### config.mk
export PLATFORM = sky130hd
export DESIGN_NAME = atrp_finish
export DESIGN_NICKNAME = d
export VERILOG_FILES = /design/src/rtl/atrp_pkg.sv /design/src/rtl/atrp_finish.sv
export SDC_FILE = /design/constraint.sdc
export NUM_CORES = 1
export LEC_CHECK = 0
export ABC_CLOCK_PERIOD_IN_PS = 3100
export BUFFER_PORTS_ARGS = -buffer_cell sky130_fd_sc_hd__buf_4
export CELL_PAD_IN_SITES_DETAIL_PLACEMENT = 1
export CELL_PAD_IN_SITES_GLOBAL_PLACEMENT = 2
export CORE_MARGIN = 10
export CORE_UTILIZATION = 25
export DETAILED_ROUTE_END_ITERATION = 10
export GPL_TIMING_DRIVEN = 0
export PLACE_DENSITY = 0.75
export SETUP_SLACK_MARGIN = 0.1
export SLEW_MARGIN = 20
export SYNTH_ARGS = -nofsm -noshare
export SYNTH_HDL_FRONTEND = slang
export SYNTH_SLANG_ARGS = --single-unit
### constraint.sdc
create_clock -name clk -period 3.1 [get_ports clk]
set_input_delay 0.775 -clock clk [delete_from_list [all_inputs] [get_ports clk]]
set_output_delay 0.775 -clock clk [all_outputs]
set_load 0.02 [all_outputs]
### src/rtl/atrp_pkg.sv
// Shared types, constants and the CORDIC angle table for the tilt block.
package atrp_pkg;

  localparam int AXIS_W     = 14;  // axis value width
  localparam int VEC_SHIFT  = 8;   // axis value to CORDIC vector scaling
  localparam int VEC_W      = 25;  // CORDIC x/y width incl. gain growth
  localparam int ANG_W      = 26;  // Q16 degree accumulator width
  localparam int INNER_FRAC = 16;
  localparam int TABLE_SIZE = 24;
  localparam int GAIN_W     = 18;
  localparam int PROD_W     = VEC_W + GAIN_W;
  localparam int ROLL_W     = 16;
  localparam int PITCH_W    = 15;

  localparam logic signed [GAIN_W-1:0] INV_GAIN_Q16 = GAIN_W'(39797);
  localparam logic signed [ANG_W-1:0]  DEG180_Q16   = ANG_W'(180 << INNER_FRAC);
  localparam logic signed [ANG_W-1:0]  DEG90_Q16    = ANG_W'(90 << INNER_FRAC);

  typedef logic signed [AXIS_W-1:0] axis_t;
  typedef logic signed [VEC_W-1:0]  vec_t;
  typedef logic signed [ANG_W-1:0]  ang_t;

  // Sideband that travels with each sample down the chain.
  typedef struct packed {
    axis_t ax;
    axis_t ay;
    axis_t az;
    logic  roll_zero;
    logic  pitch_zero;
    ang_t  roll_q16;
  } side_t;

  // round(atan(2^-i) * 180/pi * 65536)
  function automatic ang_t atan_deg_q16(input int i);
    ang_t v;
    case (i)
      0:  v = ANG_W'(2949120);
      1:  v = ANG_W'(1740967);
      2:  v = ANG_W'(919879);
      3:  v = ANG_W'(466945);
      4:  v = ANG_W'(234379);
      5:  v = ANG_W'(117304);
      6:  v = ANG_W'(58666);
      7:  v = ANG_W'(29335);
      8:  v = ANG_W'(14668);
      9:  v = ANG_W'(7334);
      10: v = ANG_W'(3667);
      11: v = ANG_W'(1833);
      12: v = ANG_W'(917);
      13: v = ANG_W'(458);
      14: v = ANG_W'(229);
      15: v = ANG_W'(115);
      16: v = ANG_W'(57);
      17: v = ANG_W'(29);
      18: v = ANG_W'(14);
      19: v = ANG_W'(7);
      20: v = ANG_W'(4);
      21: v = ANG_W'(2);
      22: v = ANG_W'(1);
      default: v = '0;
    endcase
    return v;
  endfunction

endpackage

### src/rtl/atrp_finish.sv
// Angle saturation, rounding and the result register.
module atrp_finish #(
  parameter int ANGLE_FRACTION_BITS = 7
) (
  input  logic                          clk,
  input  logic                          rst_n,
  input  logic                          up_valid,
  output logic                          up_ready,
  input  atrp_pkg::ang_t                up_ang,
  input  atrp_pkg::side_t               up_side,
  output logic                          out_valid,
  input  logic                          out_stall,
  output logic signed [13:0]            out_accel_x,
  output logic signed [13:0]            out_accel_y,
  output logic signed [13:0]            out_accel_z,
  output logic signed [15:0]            out_roll_angle,
  output logic signed [14:0]            out_pitch_angle
);
  import atrp_pkg::*;

  localparam int   SHIFT = INNER_FRAC - ANGLE_FRACTION_BITS;
  localparam ang_t ROUND = ANG_W'(1 << (SHIFT - 1));

  function automatic ang_t finish(input ang_t a, input ang_t lim);
    ang_t c;
    ang_t r;
    if (a > lim)       c = lim;
    else if (a < -lim) c = -lim;
    else               c = a;
    r = (c + ROUND) >>> SHIFT;
    return r;
  endfunction

  logic  valid_r;
  ang_t  roll_f, pitch_f;
  axis_t ax_r, ay_r, az_r;
  logic signed [ROLL_W-1:0]  roll_r;
  logic signed [PITCH_W-1:0] pitch_r;

  assign up_ready = !valid_r || !out_stall;

  always_comb begin
    roll_f  = finish(up_side.roll_q16, DEG180_Q16);
    pitch_f = finish(up_side.pitch_zero ? '0 : up_ang, DEG90_Q16);
  end

  always_ff @(posedge clk) begin
    if (!rst_n) begin
      valid_r <= 1'b0;
    end else if (up_ready) begin
      valid_r <= up_valid;
    end
  end

  always_ff @(posedge clk) begin
    if (up_ready && up_valid) begin
      ax_r    <= up_side.ax;
      ay_r    <= up_side.ay;
      az_r    <= up_side.az;
      roll_r  <= roll_f[ROLL_W-1:0];
      pitch_r <= pitch_f[PITCH_W-1:0];
    end
  end

  assign out_valid       = valid_r;
  assign out_accel_x     = ax_r;
  assign out_accel_y     = ay_r;
  assign out_accel_z     = az_r;
  assign out_roll_angle  = roll_r;
  assign out_pitch_angle = pitch_r;

endmodule
# Word-level counts from Yosys, hierarchy flattened
# Index checks and enable logic that the tools add are counted.
# W data, S select, Z words.
dict set report word_totals {
  register_bits 74
  out_inout_bits 75
}
dict set report op_classes {
  n_lt_le_gt_ge 4
  n_reduce_logical 4
  add_sub_neg 2
  n_mux 5
}
# op n
set ops {}
lappend ops {{$mux W25} 2}
lappend ops {{$mux W24} 2}
lappend ops {{$gt A26 B24 Y1 const B} 1}
lappend ops {{$gt A26 B25 Y1 const B} 1}
lappend ops {{$lt A26 B24 Y1 const B} 1}
lappend ops {{$lt A26 B25 Y1 const B} 1}
lappend ops {{$mux W26} 1}
lappend ops {{$add A25 B10 Y25 const B} 1}
lappend ops {{$add A24 B10 Y24 const B} 1}
lappend ops {{$logic_not A1 Y1} 2}
lappend ops {{$logic_and A1 B1 Y1} 1}
lappend ops {{$logic_or A1 B1 Y1} 1}

# Depth between registers and ports, before layout
dict set report depth {
  word_depth 5
  depth_mapped 9
  mapped_depth_nobuf 9
}

# Worst setup path before layout
# No wires, ideal clock.
dict set report synth_path {
  path_kind {input port to flip-flop}
  startpoint {input out_stall}
  endpoint {register ax_r[0] (netlist: out_accel_x[0]), enable pin}
  path_buffers 0
  arrival_time_ps 2710
  required_ps 2661
  setup_time_ps 439
  stages 2
  path_slack_ps -49
  cell_sequence {nand2_1 > and2_1}
}
dict set report synth_via {
  elab_chain_cells 3
}
# element line
set synth_lines {}
lappend synth_lines {{start: declaration} atrp_finish.sv:12} ;# input logic out_stall,
lappend synth_lines {{$logic_not A1 Y1} atrp_finish.sv:40} ;# assign up_ready = !valid_r || !out_stall;
lappend synth_lines {{$logic_or A1 B1 Y1} atrp_finish.sv:40}
lappend synth_lines {{$logic_and A1 B1 Y1} atrp_finish.sv:56} ;# if (up_ready && up_valid) begin
lappend synth_lines {{end signal: assignment} atrp_finish.sv:57} ;# ax_r <= up_side.ax;
lappend synth_lines {{end: declaration} atrp_finish.sv:36} ;# axis_t ax_r, ay_r, az_r;
# No other way between the ends.
# A chain may end at the register's enable or synchronous reset.

# Final worst setup path
dict set report layout_path {
  startpoint {input up_side[22] (netlist bit)}
  endpoint {register roll_r[13] (netlist: out_roll_angle[13]) (data pin)}
}
dict set report layout_via {
  elab_chain_cells 4
  word_cells_on_any_way 5
}
# element line
set layout_lines {}
lappend layout_lines {{start: declaration} atrp_finish.sv:10} ;# input atrp_pkg::side_t up_side,
lappend layout_lines {{$lt A26 B25 Y1} atrp_finish.sv:28} ;# else if (a < -lim) c = -lim;
lappend layout_lines {{$mux W25} atrp_finish.sv:28}
lappend layout_lines {{$mux W25 *} atrp_finish.sv:27} ;# if (a > lim) c = lim;
lappend layout_lines {{$add A25 B10 Y25 *} atrp_finish.sv:30} ;# r = (c + ROUND) >>> SHIFT;
lappend layout_lines {{via roll_f[13]} atrp_finish.sv:35} ;# ang_t roll_f, pitch_f;
lappend layout_lines {{end signal: assignment} atrp_finish.sv:60} ;# roll_r <= roll_f[ROLL_W-1:0];
lappend layout_lines {{end: declaration} atrp_finish.sv:37} ;# logic signed [ROLL_W-1:0] roll_r;
# Mark *: on every way through the listed nets, which the timed path passes. The rest lies on a longest branch.

==> metrics.md <==
| Metric | Value |
|---|---|
| CTS tree | built |
| Initial antenna violation count | 0 |
| Final hold vios | 0 |
| Finished layout cell area | 0.00523 sq mm |
| GPL Wtd Cong | 0.781 |
| PnR Total Power | 2.83 mW |
| Final period utilization | 0.907 |
| Post-route ant nets | 0 |
| Crit path depth | 10 |
| Starting density of the core | 0.254 |
| Critical path type | in2reg |
| Largest net degree at the start of global routing | 55 |
| Beginning of the worst register-to-register path | out_valid$_SDFFE_PN0N_ |
| Most used DFF post-synth | edfxtp_1 |
| Clock Sinks | 74 |
| Sequential area share after synthesis | 0.661 |
| CTS Hold Bufs | 0 |
| Vias in the first global route | 2843 |
| Place WS | -166 ps |
| Hold Crit Depth | 2 |
| H-tree depth | 3 |
| Post-CTS Setup Bufs | 0 |
| Die Ht | 136 microns |
| Vias/cell | 4.45 |
| First-pass GRT wire length | 16.3 mm |
| Setup crit start | up_side[22] |
| Endpoints failing setup | 0 |
| GR Overflow Total | 0 |
| Minimum clock period | 2810 ps |
| Cell Rows | 42 |
| Die Wd | 136 microns |
| Synthesized cell area | 0.00334 sq mm |
| Max-slew headroom | 0.640 |
| CTS Root Cell | clkbuf_16 |
| Worst-path cell chain | buf_4, nor4_1, nand4_1, o221ai_4, and3_1, ha_1, nand2_1, nor3_1, xnor2_1, a21boi_0 |
| Num CTS Buffers | 9 |
| Leak pwr | 2.12 nW |
| Syn avg cell area | 13.2 sq um |
| WL/cell | 18.0 microns |
| RSZ-0062 raised after global routing | false |
| Slowest stage delay, CP | 360 ps |
| Max Cap Viol | 0 |
| Max FO, Critical Path | 10 |
| Crit path required time | 3160 ps |
| Setup WS post-layout | 289 ps |
| Share of layout cells above drive strength 1 | 0.451 |
| Cell count after synthesis | 253 |
| Tot GR Track Use | 0.115 |
| Synthesized flop and latch total | 74 |
| Critical Path AT | 2870 ps |
| EDFF count, synth | 73 |
| Max Freq | 0.356 GHz |
| Die area | 0.0184 sq mm |
| Slew @ Worst Pin | 537 ps |
| CP top delay family | simple AND/OR/NAND/NOR gates |
| Share of flip-flops with an asynchronous set or reset | 0 |
| DP HPWL | 9.15 mm |
| Ant. Diodes | 0 |
| Clock insertion delay at the later pin of the skew report | 330 ps |
| Vias | 2746 |
| Yosys cell types | 47 |
| Hold crit path type | reg2reg |
| Worst hold start | out_valid$_SDFFE_PN0N_ |
| # DRC | 0 |
| Worst setup SP type | input port |
| Initial DRC count | 131 |
| Reg clk slew, reported paths | 60 ps |
| Max VDD drop | 272 uV |
| CP endpoint kind | flip-flop |
| DP Area | 0.00488 sq mm |
| Worst-case reg-to-reg path depth | 3 |
| Filler cells | 1435 |
| PwrDens | 541 mW/mm^2 |
| Post-layout net count | 537 |
| Syn Nets | 354 |
| Longest Clk Path Bufs | 2 |
| Pre-antenna DRT Iters | 6 |
| Io pins | 175 |
| Total negative slack | 0 ps |
| Buffers on Ports | 171 |
| Synth warnings | 0 |
| Slowest-stage cell, CP | o221ai_4 |
| Setup clock skew after layout | 9.90 ps |
| Status | complete, no violations |
| Final WL | 11.1 mm |
| Core area | 0.0132 sq mm |
| Crit path buf inv count | 1 |
| Synthesis-to-finish area growth | 56.4% |
| Fin Hold WS | 554 ps |
| Slew Limit Fails | 0 |
[power by group]
part           internal [mW]  switching (mW)
registers               1.18          0.0190
clock network          0.789           0.396
logic                  0.204           0.240
[placed cells by master (no fill, tap or decap), types with 3 or more instances in the layout]
cell	n
a211oi_1	3
nor4_1	8
nand2_1	15
edfxtp_1	73
a21oi_1	7
a211o_1	3
bufinv_16	3
xor2_1	13
nor2_1	24
o21ai_1	3
xnor2_1	12
inv_1	8
buf_4	172
nand3_1	17
and4_1	3
o21ai_0	6
clkbuf_16	9
nand4_1	7
and3_1	4
nor3_1	8
[worst paths after layout]
kind                                        to  slack (ps)
setup / recovery  out_roll_angle[13]$_DFFE_PP_         290
hold / removal          out_valid$_SDFFE_PN0N_         550
hold reg to reg         out_valid$_SDFFE_PN0N_         550
setup reg to reg   out_roll_angle[4]$_DFFE_PP_        1670
[cell families after synthesis]
| family | synth area share |
|---|---|
| DFF | 0.661 |
| adders and majority gates | 0.00374 |
| AOI/OAI and AO/OA | 0.0789 |
| and+or+nand+nor | 0.171 |
| xor gates and xnor gates | 0.0655 |
| buffers and inverters | 0.0198 |
[layer usage]
metal  routed length (microns)  vias to the layer above  part of all wire  GRT usage
met1                      4470                     1321              0.40      0.127
li1                          -                     1340                 -          -
met3                       726                        8             0.065     0.0393
met5                         0                        -                 0          0
met2                      5840                       77              0.52      0.199
met4                        97                        0            0.0087     0.0395
[worst reg2reg max path, cell delays in order, from the launching register on]
cell and delay [ps]:
dfxtp_1 320, nand2_1 100, and2_4 350, buf_16 300
[synthesized netlist by cell type (2+ instances only)]
library cell,number,area [sq um]
a211o_1,3,26.3
a211oi_1,3,22.5
a21boi_0,2,15.0
a21oi_1,7,35.0
a311o_1,2,20.0
a31oi_1,2,12.5
and2_1,3,18.8
and3_1,4,25.0
and4_1,3,26.3
and4b_1,2,20.0
edfxtp_1,73,2190
inv_1,8,30.0
nand2_1,15,56.3
nand2b_1,2,12.5
nand3_1,17,85.1
nand4_1,7,43.8
nor2_1,24,90.1
nor2b_1,2,12.5
nor3_1,8,40.0
nor4_1,8,50.1
nor4b_1,2,17.5
o21ai_0,7,35.0
o21ai_1,2,10.0
xnor2_1,12,105
xor2_1,13,114
[final cells by class]
type	instances	area [sq um]	area share
tap	176	220	0.0421
timing repair buffer	172	1310	0.251
sequential	74	2210	0.423
multi-input combinational	167	1080	0.206
buffer	4	36.3	0.00694
clock inverter	6	113	0.0215
clock buffer	10	229	0.0438
inverter	8	30.0	0.00574
[per-stage QoR]
step / instances / utilization
floorplan: 253 / -
global placement: 600 / 0.368
global route: 617 / 0.397
detailed placement: 601 / 0.370
CTS: 617 / 0.396
finish: 617 / 0.397
[repair_timing]
action                                 in CTS  in global routing
resized for setup                           0                  2
setup endpoints to repair                   0                  2
endpoints found under the hold margin       0                  0
[state kept, by name (all words and copies together) (netlist names)]
name             cells
out_accel_x         14
out_pitch_angle     15
out_roll_angle      16
out_accel_y         14
out_valid            1
out_accel_z         14
No activity file was read; power rests on OpenSTA's default activity.
