## config.mk

```make
export PLATFORM = sky130hd
export DESIGN_NAME = atrp_gain_comp
export DESIGN_NICKNAME = d
export VERILOG_FILES = /design/src/rtl/atrp_pkg.sv /design/src/rtl/atrp_gain_comp.sv
export SDC_FILE = /design/constraint.sdc
export NUM_CORES = 1
export LEC_CHECK = 0
export ABC_AREA = 1
export BUFFER_PORTS_ARGS = -buffer_cell sky130_fd_sc_hd__buf_2
export CORE_MARGIN = 5
export CORE_UTILIZATION = 40
export CTS_CLUSTER_DIAMETER = 80
export DETAILED_ROUTE_END_ITERATION = 16
export SLEW_MARGIN = 25
export SYNTH_ARGS = -nofsm -noshare
export SYNTH_HDL_FRONTEND = slang
export SYNTH_SLANG_ARGS = --single-unit
```

## constraint.sdc

```tcl
create_clock -name clk -period 12 [get_ports clk]
set_clock_uncertainty 0.05 [all_clocks]
set_input_delay 0.6 -clock clk [delete_from_list [all_inputs] [get_ports clk]]
set_output_delay 0.6 -clock clk [all_outputs]
set_load 0.1 [all_outputs]
```

## src/rtl/atrp_pkg.sv

```systemverilog
// Shared types, constants and the CORDIC angle table for the tilt block.
package atrp_pkg;

  localparam int AXIS_W     = 14;  // axis value width
  localparam int VEC_SHIFT  = 8;   // axis value to CORDIC vector scaling
  localparam int VEC_W      = 25;  // CORDIC x/y width incl. gain growth
  localparam int ANG_W      = 26;  // Q16 degree accumulator width
  localparam int INNER_FRAC = 16;
  localparam int TABLE_SIZE = 24;
  localparam int GAIN_W     = 18;
  localparam int PROD_W     = VEC_W + GAIN_W;
  localparam int ROLL_W     = 16;
  localparam int PITCH_W    = 15;

  localparam logic signed [GAIN_W-1:0] INV_GAIN_Q16 = GAIN_W'(39797);
  localparam logic signed [ANG_W-1:0]  DEG180_Q16   = ANG_W'(180 << INNER_FRAC);
  localparam logic signed [ANG_W-1:0]  DEG90_Q16    = ANG_W'(90 << INNER_FRAC);

  typedef logic signed [AXIS_W-1:0] axis_t;
  typedef logic signed [VEC_W-1:0]  vec_t;
  typedef logic signed [ANG_W-1:0]  ang_t;

  // Sideband that travels with each sample down the chain.
  typedef struct packed {
    axis_t ax;
    axis_t ay;
    axis_t az;
    logic  roll_zero;
    logic  pitch_zero;
    ang_t  roll_q16;
  } side_t;

  // round(atan(2^-i) * 180/pi * 65536)
  function automatic ang_t atan_deg_q16(input int i);
    ang_t v;
    case (i)
      0:  v = ANG_W'(2949120);
      1:  v = ANG_W'(1740967);
      2:  v = ANG_W'(919879);
      3:  v = ANG_W'(466945);
      4:  v = ANG_W'(234379);
      5:  v = ANG_W'(117304);
      6:  v = ANG_W'(58666);
      7:  v = ANG_W'(29335);
      8:  v = ANG_W'(14668);
      9:  v = ANG_W'(7334);
      10: v = ANG_W'(3667);
      11: v = ANG_W'(1833);
      12: v = ANG_W'(917);
      13: v = ANG_W'(458);
      14: v = ANG_W'(229);
      15: v = ANG_W'(115);
      16: v = ANG_W'(57);
      17: v = ANG_W'(29);
      18: v = ANG_W'(14);
      19: v = ANG_W'(7);
      20: v = ANG_W'(4);
      21: v = ANG_W'(2);
      22: v = ANG_W'(1);
      default: v = '0;
    endcase
    return v;
  endfunction

endpackage

```

## src/rtl/atrp_gain_comp.sv

```systemverilog
// Gain compensation of the roll magnitude and set-up of the pitch pass.
module atrp_gain_comp (
  input  logic                  clk,
  input  logic                  rst_n,
  input  logic                  up_valid,
  output logic                  up_ready,
  input  atrp_pkg::vec_t        up_mag,
  input  atrp_pkg::ang_t        up_ang,
  input  atrp_pkg::side_t       up_side,
  output logic                  dn_valid,
  input  logic                  dn_ready,
  output atrp_pkg::vec_t        dn_x,
  output atrp_pkg::vec_t        dn_y,
  output atrp_pkg::ang_t        dn_ang,
  output atrp_pkg::side_t       dn_side
);
  import atrp_pkg::*;

  localparam logic signed [PROD_W-1:0] HALF_LSB = PROD_W'(1 << (INNER_FRAC - 1));

  // stage a: product
  logic                     a_valid_r, a_ready;
  logic signed [PROD_W-1:0] prod_r, prod_nxt, mag_ext, gain_ext;
  side_t                    a_side_r, a_side_nxt;

  // stage b: compensated magnitude
  logic                     b_valid_r;
  logic signed [PROD_W-1:0] comp_full;
  vec_t                     comp_nxt, x_r, y_r;
  side_t                    side_r, side_nxt;

  assign mag_ext  = PROD_W'(up_mag);
  assign gain_ext = PROD_W'(INV_GAIN_Q16);
  assign prod_nxt = mag_ext * gain_ext;

  always_comb begin
    a_side_nxt          = up_side;
    a_side_nxt.roll_q16 = up_side.roll_zero ? '0 : up_ang;
  end

  assign a_ready  = !b_valid_r || dn_ready;
  assign up_ready = !a_valid_r || a_ready;

  always_comb begin
    comp_full = (prod_r + HALF_LSB) >>> INNER_FRAC;
    comp_nxt  = comp_full[PROD_W-1] ? '0 : VEC_W'(comp_full);
    side_nxt            = a_side_r;
    side_nxt.pitch_zero = (a_side_r.ax == '0) && (comp_nxt == '0);
  end

  always_ff @(posedge clk) begin
    if (!rst_n) begin
      a_valid_r <= 1'b0;
      b_valid_r <= 1'b0;
    end else begin
      if (up_ready) a_valid_r <= up_valid;
      if (a_ready)  b_valid_r <= a_valid_r;
    end
  end

  always_ff @(posedge clk) begin
    if (up_ready && up_valid) begin
      prod_r   <= prod_nxt;
      a_side_r <= a_side_nxt;
    end
    if (a_ready && a_valid_r) begin
      x_r    <= comp_nxt;
      y_r    <= VEC_W'($signed({a_side_r.ax, {VEC_SHIFT{1'b0}}}));
      side_r <= side_nxt;
    end
  end

  assign dn_valid = b_valid_r;
  assign dn_x     = x_r;
  assign dn_y     = y_r;
  assign dn_ang   = '0;
  assign dn_side  = side_r;

endmodule

```

* Word level (Yosys, flattened, before mapping)
Index checks and enable logic that the tools add are counted.
Storage, ports and cells: latch bits 0, bits in read-only memories 0, memories 0, logic and storage cells 28, register bits 223, RAM bits 0, output and inout bits 148
Cells by class: mux-type cells 1, div/mod/pow operators 0, magnitude comparators 0, equal/unequal tests 0, multipliers 1, shift operators 0, reduce and logical (&&, ||, !) cells 9, bitwise logic cells 0, add/subtract/negate cells 1
Operators with widths (count):
- 43-bit by 17-bit adder with 43-bit output, second input constant | 1
- 25-bit by 17-bit multiplier with 42-bit output, second input constant | 1
- 25-bit logical NOT | 1
- 25-bit 2-to-1 mux | 1
- 14-bit logical NOT | 1
- 1-bit logical AND | 3
- 1-bit logical NOT | 2
- 1-bit logical OR | 2

* Longest topological paths before layout
depth after elaboration 4, mapped depth 24

* Worst setup path before layout
No wires, ideal clock.
kind reg2reg, start register b_valid_r, in the netlist dn_valid, end register side_r, in the netlist dn_side[0], enable pin, data required time 11.371 ns, path buffers 0, cell stages (with the launch flop) 2, arrival 5.434 ns, clock period less this slack 6.063 ns, path slack 5.937 ns, cells stage by stage dfxtp_1 > a21oi_1
Between the ends: word-level cells in the longest chain between the ends 3
Ends and longest elaborated chain:
- start, declared | RTL line atrp_gain_comp.sv:27 | logic b_valid_r;
- start signal, assigned | RTL line atrp_gain_comp.sv:57 | if (a_ready) b_valid_r <= a_valid_r;
- 1-bit logical NOT | RTL line atrp_gain_comp.sv:41 | assign a_ready = !b_valid_r || dn_ready;
- 1-bit logical OR | RTL line atrp_gain_comp.sv:41
- 1-bit logical AND | RTL line atrp_gain_comp.sv:66 | if (a_ready && a_valid_r) begin
- end signal, assigned | RTL line atrp_gain_comp.sv:69 | side_r <= side_nxt;
- end, declared | RTL line atrp_gain_comp.sv:30 | side_t side_r, side_nxt;
Every way passes these cells. A chain may end at the register's enable or synchronous reset.

* Worst setup path in the final report
start input port up_mag[24], end register prod_r[38] (data pin)
Between the ends: word-level cells in the longest chain between the ends 1
Ends and longest elaborated chain:
- start, declared | RTL line atrp_gain_comp.sv:7 | input atrp_pkg::vec_t up_mag,
- 25-bit by 17-bit multiplier with 42-bit output | RTL line atrp_gain_comp.sv:34 | assign prod_nxt = mag_ext * gain_ext;
- named net prod_nxt[38] | RTL line atrp_gain_comp.sv:23 | logic signed [PROD_W-1:0] prod_r, prod_nxt, mag_ext, gain_ext;
- end signal, assigned | RTL line atrp_gain_comp.sv:63 | prod_r <= prod_nxt;
- end, declared | RTL line atrp_gain_comp.sv:23
The timed path passes the listed nets, and every way through them passes these cells.

==> run metrics <==
number of CTS-inserted buffers=17; part of the Yosys area used for sequential elements=0.347; final routed wire length divided by cell count=15.6 um; first-iteration detailed-routing DRC count=660; Hold Crit Start=up_side[41]; WL met1=roughly 17 mm; via count=approximately 11000; final standard cell utilization of the core=0.458; cell with the largest stage delay on the worst path=fa_1; mux contribution to synthesized area=0; Slew headroom=0.409; setup repair after global routing missed its margin=no; most frequent cell on the critical path=fa_1; crit end category=flip-flop; result of the run=finished, final reports clean; combinational family with the most area after synthesis=adder cells; DRC violation count after routing=0; number of placed cells counting well taps=2357; via density per instance=between 4 and 5; effective utilization at floorplan=0.406; number of buffers on the longest clock path=2; crit-path max cell delay=0.54 ns; count of boundary I/O pins=roughly 270; Post-CTS Repair Setup Buffers=0; Overflow after GRT=0; placed cell area=between 15000 and 20000 um^2; Synth Instances=around 1600; r2r startpoint=dn_valid; height of the die=between 200 and 250 um; Crit path required time=between 10 and 15 ns; Critical Path Source Type=input port; die area=about 46000 um^2; end of the worst hold path=a_side_r[41]; detailed-routing iteration count for the pre-antenna-repair pass=5; wire length of the first global-routing pass=between 60 and 70 mm; via count of the first global-routing pass=between 10000 and 15000; clock tree sinks=between 150 and 200; Placer Congestion=between 0.8 and 0.9; pin count of the biggest net entering global routing=70; data arrival time of the worst path=between 5 and 6 ns; Hold/Removal Path Class=in2reg; Std-Cell Rows=74; largest fanout on the critical path=24; post-synthesis adder-cell area fraction=0.355; share of cells above drive strength 1=0.149; cells along the critical path=buf_2 > ha_1 > fa_1 > inv_1 > fa_1 > fa_1 > fa_1 > inv_1 > fa_1 > inv_1 > ha_1 > a21oi_1 > nor2_1 > nor2_1 > a21boi_0 > nor2_1 > nor2_1 > nand2_1 > nand2_1 > nand2_1; area grow syn2layout=12.7%; final critical path time including I/O delays and setup=roughly 5.5 ns; post-synthesis xor/xnor area fraction=0.0268; basic-gate share of the synthesized area counting and, or, nand and nor cells=0.113; Synth warnings=0; Hold Violations, Final=0; Resize count post-CTS=0; count of cells along the worst hold path=1; clock latency on the worst-skew pair=between 0.4 and 0.5 ns; critical path type=in2reg; combined area of the multi-input logic cells=between 9000 and 10000 um^2; Setup TNS=0 ns; half-perimeter wire length of the detailed placement result=about 32 mm; endpoint of the most critical register-to-register path=a_side_r[68]; floorplan die width=214 um; area occupied by registers=5780 um^2; routed length on met3=approximately 1.4 mm; setup slack of the worst register-to-register path=about 10 ns; non-filler cells in the finished layout=~2400; number of max-capacitance violations reported=0; Clock Pin Slew Worst Setup and Hold Paths=around 0.09 ns; Synth Area in Compound Gates=0.0445; buffer cell driving the clock tree root=clkbuf_16; number of pins exceeding their max-slew limit in the final report=0; clock tree from TritonCTS=done; netlist area before placement=16700 um^2; Final Instance Area=~19000 um^2; Antenna Cells=0; Yosys cell types=39; final-stage net count=about 2300; ratio of final minimum period to clock period=0.460; Slew @ Worst Pin=0.887 ns; Hold Buf Count CTS=0; Port Buffer Count=about 210; number of antenna violations at the first check in global routing=0; count of endpoints failing setup in the final report=0; standard cell core area=41000 um^2; Achievable Freq=roughly 180 MHz; max layer used=met4; wire length after detailed routing=approximately 37 mm; mean area per synthesized cell=approximately 10 um^2; GRT Overall Usage=0.165; length in cells of the worst reg-to-reg path=4; H-tree depth=4; remaining antenna violation count after routing=0; count of state elements after synthesis=~190; fillers=about 4000; met2 wire length=~18 mm
-- worst max path at each step --
stage | from | endpoint | slack, ns | cells past startpoint
final | up_mag[24] | prod_r[38] | 6.48 | 20
after global routing | up_mag[24] | prod_r[36] | 6.17 | 19
after CTS | up_mag[24] | prod_r[38] | 6.51 | 20
after detailed placement | up_mag[24] | prod_r[38] | 6.06 | 20
after global placement | up_mag[24] | prod_r[38] | 6.03 | 20
after floorplan | dn_valid | dn_side[0] | 5.94 | 1
-- state kept, by name (all words and copies together) (netlist names) --
name       flops
prod_r        27
a_valid_r      1
a_side_r      69
dn_valid       1
dn_side       70
dn_x          25
-- critical path, delay by kind of cell --
kind / cells / cell delay, ns
buffers and inverters: 4 / 0.59
and+or+nand+nor: 7 / 0.58
adders and majority gates: 7 / 3.23
AOI/OAI and AO/OA: 2 / 0.63
-- layer usage --
layer | vias up | track usage
li1 | 5501 | -
met1 | 5251 | 0.218
met2 | 235 | 0.288
met3 | 39 | 0.0272
met4 | 0 | 0.0344
met5 | - | 0
-- through the flow --
stage	hold WS, ns	setup slack, ns
after floorplan	0.350	5.94
after global placement	0.351	6.03
after detailed placement	0.355	6.06
after CTS	0.260	6.51
after global routing	0.252	6.17
final	0.277	6.48
-- synthesized netlist by cell type --
cell / n / area [um^2]
nand3b_1: 1 / 7.51
nand2_1: 220 / 826
o21bai_1: 8 / 60.1
nor4_1: 4 / 25.0
buf_4: 51 / 383
xnor2_1: 14 / 123
nand3_1: 37 / 185
clkbuf_1: 3 / 11.3
nor2_8: 1 / 20.0
o21ai_1: 2 / 10.0
nor2_2: 1 / 6.26
nor2_1: 128 / 480
nand3_2: 8 / 80.1
buf_2: 1 / 5.00
nand2_2: 4 / 25.0
nor3_1: 13 / 65.1
conb_1: 1 / 3.75
and3_1: 1 / 6.26
o21ai_0: 33 / 165
buf_12: 1 / 20.0
inv_2: 3 / 11.3
a21o_1: 9 / 67.6
a21oi_1: 73 / 365
edfxtp_1: 191 / 5740
nand2b_1: 1 / 6.26
nor2_4: 4 / 45.0
dfxtp_1: 2 / 40.0
xor2_1: 37 / 324
inv_1: 389 / 1460
nand4_1: 7 / 43.8
a21boi_0: 2 / 15.0
o22ai_1: 1 / 6.26
o21a_1: 3 / 22.5
ha_1: 201 / 2510
nand2_4: 2 / 22.5
fa_1: 170 / 3400
a31oi_1: 2 / 12.5
nand3_4: 2 / 35.0
o21ai_2: 2 / 17.5
-- logic make-up (layout without fill, tap and decap cells) --
group           Yosys count  in the layout
compound gates          135            135
xor+xnor                 51             51
fa+ha+maj               371            371
buf+inv                 448            639
flops                   193            193
other cells               1             34
simple gates            434            434
-- area by class of cell --
type / count / area share
inverter: 392 / 0.0784
multi-input combinational: 1025 / 0.486
clock buffer: 17 / 0.0227
sequential: 193 / 0.308
timing repair buffer: 215 / 0.0593
tap: 532 / 0.0355
clock inverter: 15 / 0.0104
-- layout by cell type, fill, tap and decap left out, types with 14 or more instances in the layout --
cell type	synthesis	final
a21oi_1	73	72
nor2_1	128	128
fa_1	170	170
o21ai_0	33	33
xnor2_1	14	14
nand3_1	37	37
clkbuf_16	0	17
conb_1	1	34
ha_1	201	201
nand2_1	220	220
inv_1	389	388
edfxtp_1	191	191
buf_2	1	211
xor2_1	37	37
Power is left out: the tool's default activity adds up to more than one toggle a clock period on the data nets, which glitch-free logic cannot reach.
