File: src/rtl/atrp_pkg.sv
// Shared types, constants and the CORDIC angle table for the tilt block.
package atrp_pkg;

  localparam int AXIS_W     = 14;  // axis value width
  localparam int VEC_SHIFT  = 8;   // axis value to CORDIC vector scaling
  localparam int VEC_W      = 25;  // CORDIC x/y width incl. gain growth
  localparam int ANG_W      = 26;  // Q16 degree accumulator width
  localparam int INNER_FRAC = 16;
  localparam int TABLE_SIZE = 24;
  localparam int GAIN_W     = 18;
  localparam int PROD_W     = VEC_W + GAIN_W;
  localparam int ROLL_W     = 16;
  localparam int PITCH_W    = 15;

  localparam logic signed [GAIN_W-1:0] INV_GAIN_Q16 = GAIN_W'(39797);
  localparam logic signed [ANG_W-1:0]  DEG180_Q16   = ANG_W'(180 << INNER_FRAC);
  localparam logic signed [ANG_W-1:0]  DEG90_Q16    = ANG_W'(90 << INNER_FRAC);

  typedef logic signed [AXIS_W-1:0] axis_t;
  typedef logic signed [VEC_W-1:0]  vec_t;
  typedef logic signed [ANG_W-1:0]  ang_t;

  // Sideband that travels with each sample down the chain.
  typedef struct packed {
    axis_t ax;
    axis_t ay;
    axis_t az;
    logic  roll_zero;
    logic  pitch_zero;
    ang_t  roll_q16;
  } side_t;

  // round(atan(2^-i) * 180/pi * 65536)
  function automatic ang_t atan_deg_q16(input int i);
    ang_t v;
    case (i)
      0:  v = ANG_W'(2949120);
      1:  v = ANG_W'(1740967);
      2:  v = ANG_W'(919879);
      3:  v = ANG_W'(466945);
      4:  v = ANG_W'(234379);
      5:  v = ANG_W'(117304);
      6:  v = ANG_W'(58666);
      7:  v = ANG_W'(29335);
      8:  v = ANG_W'(14668);
      9:  v = ANG_W'(7334);
      10: v = ANG_W'(3667);
      11: v = ANG_W'(1833);
      12: v = ANG_W'(917);
      13: v = ANG_W'(458);
      14: v = ANG_W'(229);
      15: v = ANG_W'(115);
      16: v = ANG_W'(57);
      17: v = ANG_W'(29);
      18: v = ANG_W'(14);
      19: v = ANG_W'(7);
      20: v = ANG_W'(4);
      21: v = ANG_W'(2);
      22: v = ANG_W'(1);
      default: v = '0;
    endcase
    return v;
  endfunction

endpackage

File: src/rtl/atrp_cordic_cell.sv
// One CORDIC vectoring micro-rotation with its pipeline register.
module atrp_cordic_cell #(
  parameter int STAGE = 0
) (
  input  logic                  clk,
  input  logic                  rst_n,
  input  logic                  up_valid,
  output logic                  up_ready,
  input  atrp_pkg::vec_t        up_x,
  input  atrp_pkg::vec_t        up_y,
  input  atrp_pkg::ang_t        up_ang,
  input  atrp_pkg::side_t       up_side,
  output logic                  dn_valid,
  input  logic                  dn_ready,
  output atrp_pkg::vec_t        dn_x,
  output atrp_pkg::vec_t        dn_y,
  output atrp_pkg::ang_t        dn_ang,
  output atrp_pkg::side_t       dn_side
);
  import atrp_pkg::*;

  localparam ang_t STEP_ANG = atan_deg_q16(STAGE);

  logic  valid_r;
  vec_t  x_r, y_r, x_nxt, y_nxt, xs, ys;
  ang_t  ang_r, ang_nxt;
  side_t side_r;

  assign up_ready = !valid_r || dn_ready;

  always_comb begin
    xs = up_x >>> STAGE;
    ys = up_y >>> STAGE;
    if (!up_y[VEC_W-1]) begin
      x_nxt   = up_x + ys;
      y_nxt   = up_y - xs;
      ang_nxt = up_ang + STEP_ANG;
    end else begin
      x_nxt   = up_x - ys;
      y_nxt   = up_y + xs;
      ang_nxt = up_ang - STEP_ANG;
    end
  end

  always_ff @(posedge clk) begin
    if (!rst_n) begin
      valid_r <= 1'b0;
    end else if (up_ready) begin
      valid_r <= up_valid;
    end
  end

  always_ff @(posedge clk) begin
    if (up_ready && up_valid) begin
      x_r    <= x_nxt;
      y_r    <= y_nxt;
      ang_r  <= ang_nxt;
      side_r <= up_side;
    end
  end

  assign dn_valid = valid_r;
  assign dn_x     = x_r;
  assign dn_y     = y_r;
  assign dn_ang   = ang_r;
  assign dn_side  = side_r;

endmodule

File: config.mk
export PLATFORM = sky130hd
export DESIGN_NAME = atrp_cordic_cell
export DESIGN_NICKNAME = d
export VERILOG_FILES = /design/src/rtl/atrp_pkg.sv /design/src/rtl/atrp_cordic_cell.sv
export SDC_FILE = /design/constraint.sdc
export NUM_CORES = 1
export LEC_CHECK = 0
export ABC_AREA = 1
export BUFFER_PORTS_ARGS = -buffer_cell sky130_fd_sc_hd__buf_4
export CAP_MARGIN = 10
export CORE_ASPECT_RATIO = 0.8
export CORE_MARGIN = 5
export CORE_UTILIZATION = 35
export CTS_CLUSTER_SIZE = 28
export DETAILED_ROUTE_END_ITERATION = 12
export GPL_TIMING_DRIVEN = 0
export PLACE_DENSITY = 0.69
export SLEW_MARGIN = 10
export SYNTH_ARGS = -nofsm -noshare
export SYNTH_HDL_FRONTEND = slang
export SYNTH_SLANG_ARGS = --single-unit
File: constraint.sdc
create_clock -name clk -period 20.4 [get_ports clk]
set_input_delay 2.04 -clock clk [delete_from_list [all_inputs] [get_ports clk]]
set_output_delay 2.04 -clock clk [all_outputs]
set_load 0.03 [all_outputs]
## Yosys cells after proc, flatten, opt, wreduce, memory -nomap -nowiden

Index checks and enable logic that the tools add are counted.

| cells by class | value |
|---|---|
| eq/ne operators | 0 |
| bitwise operators | 0 |
| magnitude comparators | 0 |
| muxes and demuxes | 3 |
| reductions and logical operators | 3 |
| shift-type cells | 0 |
| add/sub/neg operators | 5 |
| $mul | 0 |
| divide/modulo/power cells | 0 |

Operators by type and width:

| kind | count |
|---|---|
| two-way mux 25 bit | 2 |
| subtractor 25 bit | 2 |
| adder 26 x 23 -> 26 bit, second input constant | 1 |
| two-way mux 26 bit | 1 |
| subtractor 26 x 23 -> 26 bit, second input constant | 1 |
| adder 25 bit | 1 |
| logical AND 1 bit | 1 |
| zero test 1 bit | 1 |
| logical OR 1 bit | 1 |

| word-level totals | value |
|---|---|
| memories kept | 0 |
| latch bits | 0 |
| ROM bits | 0 |
| bits in writable memories | 0 |
| word-level logic and storage cells | 21 |
| input bits | 150 |
| output and inout bits | 148 |
| bits in registers | 147 |

## Longest topological paths before layout

Gate-level depths: netlist (run 1).

| logic depth | value |
|---|---|
| depth after elaboration | 3 |
| mapped depth | 16 |
| depth with buffers taken out | 15 |

## Least setup slack after synthesis (run 1)

Ideal clock, no wire load.

| path | value |
|---|---|
| path type | input port to flip-flop |
| start | in up_valid |
| end | reg ang_r[0], in the netlist dn_ang[0] (enable) |
| library setup time | 0.697 ns |
| buffers on the path | 0 |
| arrival | 9.053 ns |
| data required time | 19.703 ns |
| stages | 2 |
| path slack | 10.650 ns |
| path through | inv_1 > a21oi_1 |

| on the way | value |
|---|---|
| cells in the longest elaborated chain, start to end | 1 |

RTL lines:

| what | line | source |
|---|---|---|
| from (decl) | atrp_cordic_cell.sv:7 | `input logic up_valid,` |
| logical AND 1 bit | atrp_cordic_cell.sv:54 | `if (up_ready && up_valid) begin` |
| to (signal assigned) | atrp_cordic_cell.sv:57 | `ang_r <= ang_nxt;` |
| to (decl) | atrp_cordic_cell.sv:26 | `ang_t ang_r, ang_nxt;` |

Every way passes these cells.
A chain may end at the register's enable or synchronous reset.

## Final worst setup path (run 1)

| path | value |
|---|---|
| start | in dn_ready |
| end | out up_ready |

| on the way | value |
|---|---|
| cells in the longest elaborated chain, start to end | 1 |

RTL lines:

| what | line | source |
|---|---|---|
| from (decl) | atrp_cordic_cell.sv:14 | `input logic dn_ready,` |
| logical OR 1 bit | atrp_cordic_cell.sv:29 | `assign up_ready = !valid_r \|\| dn_ready;` |
| to (decl) | atrp_cordic_cell.sv:8 | `output logic up_ready,` |

Every way passes these cells.

==> results of run 1 <==
-- layout by cell type (no fill, tap or decap), drive strengths merged, types with 4 or more instances in the layout --
cell	Yosys	routed
edfxtp	145	145
a21oi	60	60
xor2	20	20
o21bai	4	4
o21ai	41	41
nand3b	4	4
ha	80	80
or2	4	4
nor3	5	5
clkbuf	5	22
clkinv	1	4
nor2	103	103
buf	29	332
nand3	111	111
fa	4	4
nand2	457	457
inv	248	257
nand4	22	22
-- power breakdown --
group          internal, µW  leakage [µW]  switching (µW)
combinational           109       0.00540             205
clock                   177      0.000291             159
sequential              362       0.00141            7.04
-- worst max-delay path, cell delays in order --
cell,delay (ns)
buf_4,0.11
inv_1,0.10
nand2_1,0.10
buf_4,0.18
-- registers in the layout (all words and copies together), names as in the netlist --
| signal | cells |
|---|---|
| dn_side | 70 |
| dn_y | 25 |
| dn_x | 24 |
| dn_ang | 26 |
| dn_valid | 1 |
-- final cells by class --
type	instances	area share, %
inverters	249	6.73
diodes	2	0.0360
plain buffers	34	1.82
clock inverters	15	1.32
repair buffers	303	17.1
multi-input cells	928	35.1
flip-flops and latches	146	31.5
well taps	377	3.40
clock buffers	17	3.06
-- layer usage --
layer	global-route usage, %	wire (µm)	vias to the layer above
li1	-	-	4949
met1	29.9	16600	4578
met2	35.0	16600	436
met3	5.25	3570	59
met4	7.34	996	0
met5	0	0	-
-- per-stage QoR --
stage | util, % | instances | instance area [µm²] | total power, µW | worst slack, ns
final | 47.3 | 2071 | 13900 | 1020 | 15.83
after CTS | 47.3 | 2069 | 13900 | 1020 | 15.84
after detailed placement | 45.2 | 2037 | 13300 | 688 | 15.49
after floorplan | - | 1357 | 10400 | 568 | 10.65
after global placement | 44.7 | 2031 | 13100 | 685 | 7.28
after global routing | 47.3 | 2071 | 13900 | 1070 | 15.74
-- worst min path at each step --
stage                          start                    end  slack (ns)  cells past startpoint
6_report       dn_valid$_SDFFE_PN0N_  dn_valid$_SDFFE_PN0N_        0.60                      2
5_1_grt        dn_valid$_SDFFE_PN0N_  dn_valid$_SDFFE_PN0N_        0.64                      2
4_1_cts        dn_valid$_SDFFE_PN0N_  dn_valid$_SDFFE_PN0N_        0.60                      2
3_5_place_dp   dn_valid$_SDFFE_PN0N_  dn_valid$_SDFFE_PN0N_        0.59                      2
3_3_place_gp   dn_valid$_SDFFE_PN0N_  dn_valid$_SDFFE_PN0N_        0.50                      2
2_1_floorplan  dn_valid$_SDFFE_PN0N_  dn_valid$_SDFFE_PN0N_        0.86                      2
-- logic make-up after synthesis --
family                   Yosys count
AND/OR/NAND/NOR                  708
buffers and inverters            283
XOR/XNOR                          21
flip-flops                       146
AO/OA/AOI/OAI                    115
adder cells (fa/ha/maj)           84
==> results.md, run 1 <==
- Status: finished, final reports clean
- Yosys warning count: 0
- Clock-pin slew on the worst setup and hold paths: 0.07 ns
- Port bufs: 297
- Core area: 29400 µm²
- Share of flip-flops with an asynchronous set or reset: 0%
- Syn_nets: 1591
- Clock Sinks: 146
- Register bit total from synthesis: 146
- Post-CTS Setup Inserts: 0
- CTS buffer count: 17
- PD cells: 73.4 nW/µm²
- Synth Area in Compound Gates: 6.04%
- Pre-antenna DRT Iters: 6
- Post-CTS Resized: 0
- CTS Hold Bufs: 0
- Setup_tns: 0 ns
- R2r endpoint: dn_ang[16]$_DFFE_PP_
- Unrepaired setup endpoints after global routing: false
- Core Rows: 56
- Leading area contributor after synthesis: edfxtp_1
- Tcrit/Tclk final: 22.4%
- Most used DFF post-synth: edfxtp_1
- Clk root buf: clkbuf_16
- Reg area: 4370 µm²
- Die Y: 164 µm
- Max-slew violations: 0
- Slew @ Worst Pin: 0.897 ns
- Pin count of the biggest net entering global routing: 27
- Mapped cell area: 10400 µm²
- Xor-xnor portion of the synthesized cell area: 1.76%
- Area Growth Syn to Fin: 33.3%
- WL final: 37.8 mm
- Worst skew pair latency: 0.43 ns
- Fmax: 219 MHz
- Initial antenna violation count: 4
- Worst reg2reg path depth: 3
- CP Capture Type: output pin
- CTS H-Tree Depth: 4
- Final Hold Fails: 0
- Relative max-transition margin: 40.2%
- GRT Overall Usage: 22.1%
- Area of the multi-input gates: 4870 µm²
- DRC: 0
- Max_cap viols: 0
- Fillers: 2848
- CTS max path bufs: 2
- Final net count: 1913
- Post-Route Skew: 0.0155 ns
- Crit path capture: up_ready
- Initial DRC count: 811
- Mapped Avg Cell Area: 7.68 µm²
- Main area contributors after synthesis: edfxtp_1 42%, nand2_1 16%, ha_1 9.6%
- R2R setup slack: 18.61 ns
- Top-area cell type share of the netlist area: 41.8%
- Arrival @ worst endpoint: 2.53 ns
- Synth Area in Simple Gates: 28.5%
- Hold Slack: 0.604 ns
- Total gr overflow: 0
- DR vias: 10000
- Critical path startpoint category: input pin
- DIE AREA: 33300 µm²
- Crit path kind: in2out
- Number of enable flip-flop cells after synthesis: 145
- Avg WL per Cell: 18.3 µm
- FF-to-FF Start: dn_valid$_SDFFE_PN0N_
- VDD IR max: 0.0482 mV
- Initial Util: 35.5%
- Cell variety after synth: 38
- DR vias/cell: 4.84
- Pleak: 0.00711 µW
- CP startpoint: dn_ready
- Final Critical Period: 4.57 ns
- CTS tree: yes
- Gate Count Post-Synth: 1357
- Post-synth top cells: 447 x nand2_1, 243 x inv_1, 145 x edfxtp_1
- CP Data Required Time: 18.36 ns
- Mux cell area share after synthesis: 0%
- I/O pin count: 298
- Post-synthesis adder-cell area fraction: 10.4%
- Final Wtd Congestion: 0.958
- Antenna Nets Post-Route: 0
- Crit Path Max Fanout: 2
- Share of post-route cells with drive strength above 1: 23.8%
- Cell with the most instances after synthesis: nand2_1
- Largest family of logic cells by synthesized area: simple AND/OR/NAND/NOR gates
- Post-synthesis sequential area ratio: 42.0%
- HPWL after detailed placement: 31.5 mm
- Worst min path class: reg2reg
- First-pass GRT wire length: 55.6 mm
- Via count of the first global-routing pass: 9763
- Final setup vio count: 0
- Die Width: 203 µm
Power figures use the tool's default switching activity.
==> run 2: changes to the inputs <==
Settings changed: ABC_AREA 1 to 0, PLACE_DENSITY 0.69 to 0.72.
Clock period 20.4 ns to 3.9 ns, I/O delays scaled along.
==> results.md, run 2 <==
- GR peak layer: met2
- Core area: 24400 µm² (-17%)
- Syn_nets: 1032 (-35%)
- Initial Util: 35.7% (+0.17 points)
- Most frequent cells in the layout: 300 x buf_4, 145 x edfxtp_1, 80 x inv_1, 80 x ha_1, 78 x a21oi_1
- Arrival @ worst endpoint: 3.50 ns (+0.97 ns)
- Die Y: 151 µm (-8.0%)
- Most Frequent Cell on Critical Path: a21oi_1
- CTS buffer count: 17 (unchanged)
- Final setup vio count: 0 (unchanged)
- Tcrit/Tclk final: 85.5%
- Area Growth Syn to Fin: 37.7%
- Max_cap viols: 0 (unchanged)
- Total gr overflow: 0 (unchanged)
- Fmax: 300 MHz
- Post-synthesis sequential area ratio: 50.2% (+8.2 points)
- R2R setup slack: 1.97 ns (-16.64 ns)
- CP Data Required Time: 4.07 ns (-14.29 ns)
- Dpl cells: 1415 (-31%)
- Pin count of the biggest net entering global routing: 63 (+130%)
- DRC: 0 (unchanged)
- CP top delay family: buffers and inverters
- Crit path kind: in2reg
- CTS H-Tree Depth: 4 (unchanged)
- Avg WL per Cell: 19.9 µm (+8.9%)
- Final Critical Period: 3.33 ns
- Slew @ Worst Pin: 1.04 ns (+0.144 ns)
- Cell variety after synth: 67 (+76%)
- Post-synth top cells: 145 x edfxtp_1, 80 x ha_1, 80 x inv_1
- Cell with the most instances after synthesis: edfxtp_1
- Post-CTS Resized: 0 (unchanged)
- Clock-pin slew on the worst setup and hold paths: 0.07 ns (about the same)
- Post-CTS Setup Inserts: 0 (unchanged)
- Antenna Nets Post-Route: 0 (unchanged)
- Relative max-transition margin: 30.6% (-9.6 points)
- GRT Overall Usage: 19.6% (-2.5 points)
- WHS Endpoint: dn_side[47]$_DFFE_PP_
- Setup_tns: 0 ns (unchanged)
- Max incr delay on CP: 0.52 ns (+0.34 ns)
- Register bit total from synthesis: 146 (unchanged)
- Crit Path Max Fanout: 13 (+11)
- Final Wtd Congestion: 0.913 (-4.7%)
- Share of flip-flops with an asynchronous set or reset: 0% (unchanged)
- Met3 Resource Use GR: 4.63% (-0.62 points)
- Max reg flops: 70 (unchanged)
- Gate Count Post-Synth: 798 (-41%)
- Critical path, cell by cell: buf_4 -> clkbuf_1 -> clkinv_1 -> clkbuf_1 -> ha_1 -> a21oi_1 -> o21bai_1 -> a21oi_1 -> o21ai_0 -> a21o_1 -> a21oi_1 -> xnor2_1
- Mapped cell area: 8720 µm² (-16%)
- FF-to-FF Start: dn_valid$_SDFFE_PN0N_
- CP Capture Type: flop
- HPWL after detailed placement: 23.8 mm (-24%)
- Critical path startpoint category: input pin
- Clock Sinks: 146 (unchanged)
- Share of post-route cells with drive strength above 1: 31.8% (+8.0 points)
- R2r endpoint: dn_y[24]$_DFFE_PP_
- PD cells: 418 nW/µm² (+470%)
- Slowest CP cell: clkbuf_1
- Core Rows: 51 (-8.9%)
- Worst reg2reg path depth: 4 (+1)
- Fillers: 2198 (-23%)
- First-pass GRT wire length: 42.5 mm (-24%)
- CP bufs+invs: 4 (+1)
- Clk root buf: clkbuf_16
- CTS Hold Bufs: 0 (unchanged)
- GRT met2 Usage: 32.6% (-2.4 points)
- CTS tree: yes
- Max-slew violations: 0 (unchanged)
- Pre-antenna DRT Iters: 5 (-1)
- Grt met1 use: 25.8% (-4.0 points)
- WL final: 28.8 mm (-24%)
- Initial DRC count: 667 (-18%)
- Unrepaired setup endpoints after global routing: false
- VDD IR max: 0.264 mV (+450%)
- Die Width: 186 µm (-8.1%)
- Worst min path class: in2reg
- Initial antenna violation count: 1 (-3)
- DIE AREA: 28200 µm² (-15%)
- Yosys warning count: 0 (unchanged)
- Hold Startpoint: up_side[47]
- Final Hold Fails: 0 (unchanged)
- Tot Pwr: 5010 µW (+390%)
- Mapped Avg Cell Area: 10.9 µm² (+42%)
- CTS max path bufs: 2 (unchanged)
- Pleak: 0.00524 µW (-26%)
- Main area contributors after synthesis: edfxtp_1 50%, ha_1 11%, xnor2_1 4.7%
- Top-area cell type share of the netlist area: 49.9% (+8.2 points)
- Commonest non-fill, non-tap cell in the layout: buf_4
- Worst skew pair latency: 0.42 ns (about the same)
- Number of enable flip-flop cells after synthesis: 145 (unchanged)
- Via count of the first global-routing pass: 7073 (-28%)
- Leading area contributor after synthesis: edfxtp_1
- Port bufs: 297 (unchanged)
- Final Instance Count excl. Fillers: 1449 (-30%)
- DR vias/cell: 5.08 (+5.0%)
- Most used DFF post-synth: edfxtp_1
- DR vias: 7363 (-27%)
- Final net count: 1350 (-29%)
- Status: finished, final reports clean
- Hold Path Cell Cnt: 1 (-1)
- Post-Route Skew: 0.0134 ns (-0.00210 ns)
- I/O pin count: 298 (unchanged)
-- run 2: logic make-up (layout without fill, tap and decap cells) --
family                     after synthesis  in the layout  synth area share (%)
AOI/OAI and AO/OA                      234            234                  17.0
and+or+nand+nor                        151            151                  8.15
DFF                                    146            146                  50.2
buffers and inverters                  115            446                  5.25
adders and majority gates               84             84                  12.4
xor gates and xnor gates                55             55                  5.53
muxes                                   13             13                  1.49
other                                    0              2                     0
-- run 2: power breakdown --
part / switching (µW) / internal (µW) / total (µW) / leakage (µW)
sequential: 45.1 / 1920 / 1960 / 0.00141
combinational: 890 / 545 / 1430 / 0.00354
clock: 703 / 912 / 1610 / 0.000287
total: 1640 / 3370 / 5010 / 0.00524
-- run 2: cell type report --
cell class	instances	area (µm²)	share of cell area [%]
plain buffers	33	150	1.25
diodes	2	5.00	0.0417
flip-flops and latches	146	4370	36.4
multi-input cells	537	3890	32.4
clock inverters	15	169	1.41
repair buffers	299	2280	19.0
inverters	82	308	2.56
well taps	318	398	3.32
clock buffers	17	425	3.54
-- run 2: per-layer routing --
layer	vias up	part of all wire, %
li1	3511	-
met2	360	48
met1	3464	41
met4	0	1.4
met5	-	0
met3	28	8.7
-- run 2: how the worst max path moves through the flow --
stage / slack, ns / to / depth (start not counted) / start
2_1_floorplan: 0.87 / dn_ang[0]$_DFFE_PP_ / 2 / dn_valid$_SDFFE_PN0N_
3_3_place_gp: 0.11 / dn_ang[25]$_DFFE_PP_ / 12 / up_y[24]
3_5_place_dp: 0.11 / dn_ang[25]$_DFFE_PP_ / 12 / up_y[24]
4_1_cts: 0.57 / dn_ang[25]$_DFFE_PP_ / 12 / up_y[24]
5_1_grt: 0.36 / dn_ang[25]$_DFFE_PP_ / 12 / up_y[24]
6_report: 0.57 / dn_ang[25]$_DFFE_PP_ / 12 / up_y[24]
-- run 2: per-stage QoR --
step / utilization, % / instance area, µm² / hold slack (ns) / setup WS, ns
after floorplan: - / 8720 / 0.489 / 0.872
after global placement: 46.4 / 11300 / 0.523 / 0.106
after detailed placement: 46.7 / 11400 / 0.544 / 0.114
after CTS: 49.1 / 12000 / 0.121 / 0.572
after global routing: 49.1 / 12000 / 0.119 / 0.360
final: 49.1 / 12000 / 0.140 / 0.566
==> run 3: changes to the inputs <==
Settings changed: GPL_TIMING_DRIVEN 0 to default, PLACE_DENSITY 0.72 to 0.7.
Clock period 3.9 ns to 3.4 ns, I/O delays scaled along.
==> results.md, run 3 (synthesis results as in run 2) <==
- Clock Sinks: 146 (unchanged)
- Most frequent cells in the layout: 316 x buf_4, 145 x edfxtp_1, 80 x inv_1, 80 x ha_1, 78 x a21oi_1
- DIE AREA: 28200 µm² (unchanged)
- Reg area: 4370 µm² (unchanged)
- Final Hold Fails: 0 (unchanged)
- Pleak: 0.00526 µW (+0.43%)
- Final Critical Period: 2.68 ns
- Pre-antenna DRT Iters: 5 (unchanged)
- Die Width: 186 µm (unchanged)
- DRC: 0 (unchanged)
- Slew @ Worst Pin: 0.661 ns (-0.380 ns)
- Final net count: 1335 (-1.1%)
- Initial Util: 35.7% (unchanged)
- Commonest non-fill, non-tap cell in the layout: buf_4
- WHS Endpoint: dn_ang[5]$_DFFE_PP_
- CP Data Required Time: 3.58 ns (-0.49 ns)
- Worst reg2reg path depth: 3 (-1)
- R2r endpoint: dn_y[17]$_DFFE_PP_
- Clock power frac: 33.2% (+1.0 points)
- Worst min path class: in2reg
- Post-CTS Setup Inserts: 0 (unchanged)
- Core Rows: 51 (unchanged)
- HPWL after detailed placement: 22.7 mm (-4.9%)
- Switching part of the total power: 32.0% (-0.70 points)
- Final Instance Count excl. Fillers: 1432 (-1.2%)
- Area Growth Syn to Fin: 37.4%
- I/O pin count: 298 (unchanged)
- Fillers: 2208 (+0.45%)
- Max-slew violations: 0 (unchanged)
- Final Wtd Congestion: 0.959 (+5.0%)
- Status: finished, final reports clean
- CP Capture Type: flop
- Share of post-route cells with drive strength above 1: 32.9% (+1.1 points)
- Post-Route Skew: 0.0153 ns (+0.00189 ns)
- Antenna diodes: 0 (-2)
- DR vias/cell: 5.07 (-0.15%)
- Switch Pwr: 1860 µW (+14%)
- CTS buffer count: 17 (unchanged)
- Die Y: 151 µm (unchanged)
- First-pass GRT wire length: 42.0 mm (-1.2%)
- Post-CTS Resized: 0 (unchanged)
- Critical path startpoint category: input pin
- Antenna Nets Post-Route: 0 (unchanged)
- Dpl ws: 0.298 ns (+0.184 ns)
- CTS tree: yes
- Crit path kind: in2reg
- Core area: 24400 µm² (unchanged)
- Clock-pin slew on the worst setup and hold paths: 0.07 ns (about the same)
- GRT Overall Usage: 19.1% (-0.48 points)
- Area of the multi-input gates: 3890 µm² (unchanged)
- Worst Slack Setup Final: 0.720 ns (+0.154 ns)
- Relative max-transition margin: 55.9% (+25 points)
- Pin count of the biggest net entering global routing: 62 (-1.6%)
- Gate power share: 27.9% (-0.7 points)
- Setup_tns: 0 ns (unchanged)
- VDD IR max: 0.258 mV (-2.3%)
- Worst skew pair latency: 0.43 ns (about the same)
- Arrival @ worst endpoint: 2.86 ns (-0.64 ns)
- Clk root buf: clkbuf_16
- DR vias: 7266 (-1.3%)
- CTS Hold Bufs: 0 (unchanged)
- Internal power: 3960 µW (+17%)
- Final setup vio count: 0 (unchanged)
- FF-to-FF Start: dn_valid$_SDFFE_PN0N_
- Hold Path Cell Cnt: 1 (unchanged)
- Via count of the first global-routing pass: 7137 (+0.90%)
- Tcrit/Tclk final: 78.8%
- Initial DRC count: 557 (-16%)
- WL final: 27.8 mm (-3.6%)
- Hold Startpoint: up_ang[5]
- Sequential power share: 39.0% (-0.2 points)
- R2R setup slack: 1.67 ns (-0.30 ns)
- CTS H-Tree Depth: 4 (unchanged)
- Port bufs: 297 (unchanged)
- Avg WL per Cell: 19.4 µm (-2.4%)
- Tot Pwr: 5820 µW (+16%)
- Max_cap viols: 0 (unchanged)
- Initial antenna violation count: 0 (-1)
- Unrepaired setup endpoints after global routing: false
- Total gr overflow: 0 (unchanged)
- Crit Path Max Fanout: 5 (-8)
- Fmax: 373 MHz
- Max reg flops: 70 (unchanged)
- CTS max path bufs: 2 (unchanged)
- PD cells: 486 nW/µm² (+16%)
- Dpl cells: 1400 (-1.1%)
[run 3: critical path, cell delays in order]
cell	delay, ns
buf_4	0.12
ha_1	0.22
fa_1	0.41
nor2b_2	0.19
o211ai_2	0.24
a32oi_2	0.19
and3_1	0.24
o41a_1	0.46
a21oi_2	0.17
o22ai_1	0.11
xnor2_1	0.16
[run 3: how the worst max path moves through the flow]
stage	startpoint	slack [ns]	to
6_report	up_x[0]	0.72	dn_y[22]$_DFFE_PP_
3_3_place_gp	up_x[0]	0.34	dn_y[22]$_DFFE_PP_
4_1_cts	up_x[0]	0.75	dn_y[22]$_DFFE_PP_
5_1_grt	up_x[0]	0.64	dn_y[22]$_DFFE_PP_
2_1_floorplan	dn_valid$_SDFFE_PN0N_	0.37	dn_ang[0]$_DFFE_PP_
3_5_place_dp	up_x[0]	0.30	dn_y[22]$_DFFE_PP_
[run 3: power groups by stage]
stage | sequential, µW | clock (µW) | combinational [µW]
floorplan | 2610 | 0 | 658
global placement | 2300 | 0 | 1600
detailed placement | 2310 | 0 | 1610
CTS | 2270 | 1980 | 1620
global route | 2280 | 2050 | 1740
finish | 2270 | 1930 | 1620
[run 3: layout make-up]
class                      count  area share (%)
timing repair buffer         317            20.0
clock buffer                  17            3.55
inverter                      82            2.57
clock inverter                15            1.61
sequential                   146            36.5
tap                          318            3.32
multi-input combinational    537            32.5
[run 3: per-layer routing]
metal  GRT usage (%)  up-vias  wire (µm)
li1                -     3479          -
met1            26.3     3426      12400
met2            30.8      332      12900
met3            3.78       29       1980
met4            5.94        0        524
met5               0        -          0
[run 3: metrics by stage]
step	hold slack, ns	instance area, µm²	utilization (%)
final	0.0836	12000	49.0
after detailed placement	0.519	11400	46.5
after floorplan	0.439	8720	-
after global routing	0.0624	12000	49.0
after CTS	0.0663	12000	49.0
after global placement	0.518	11400	46.5
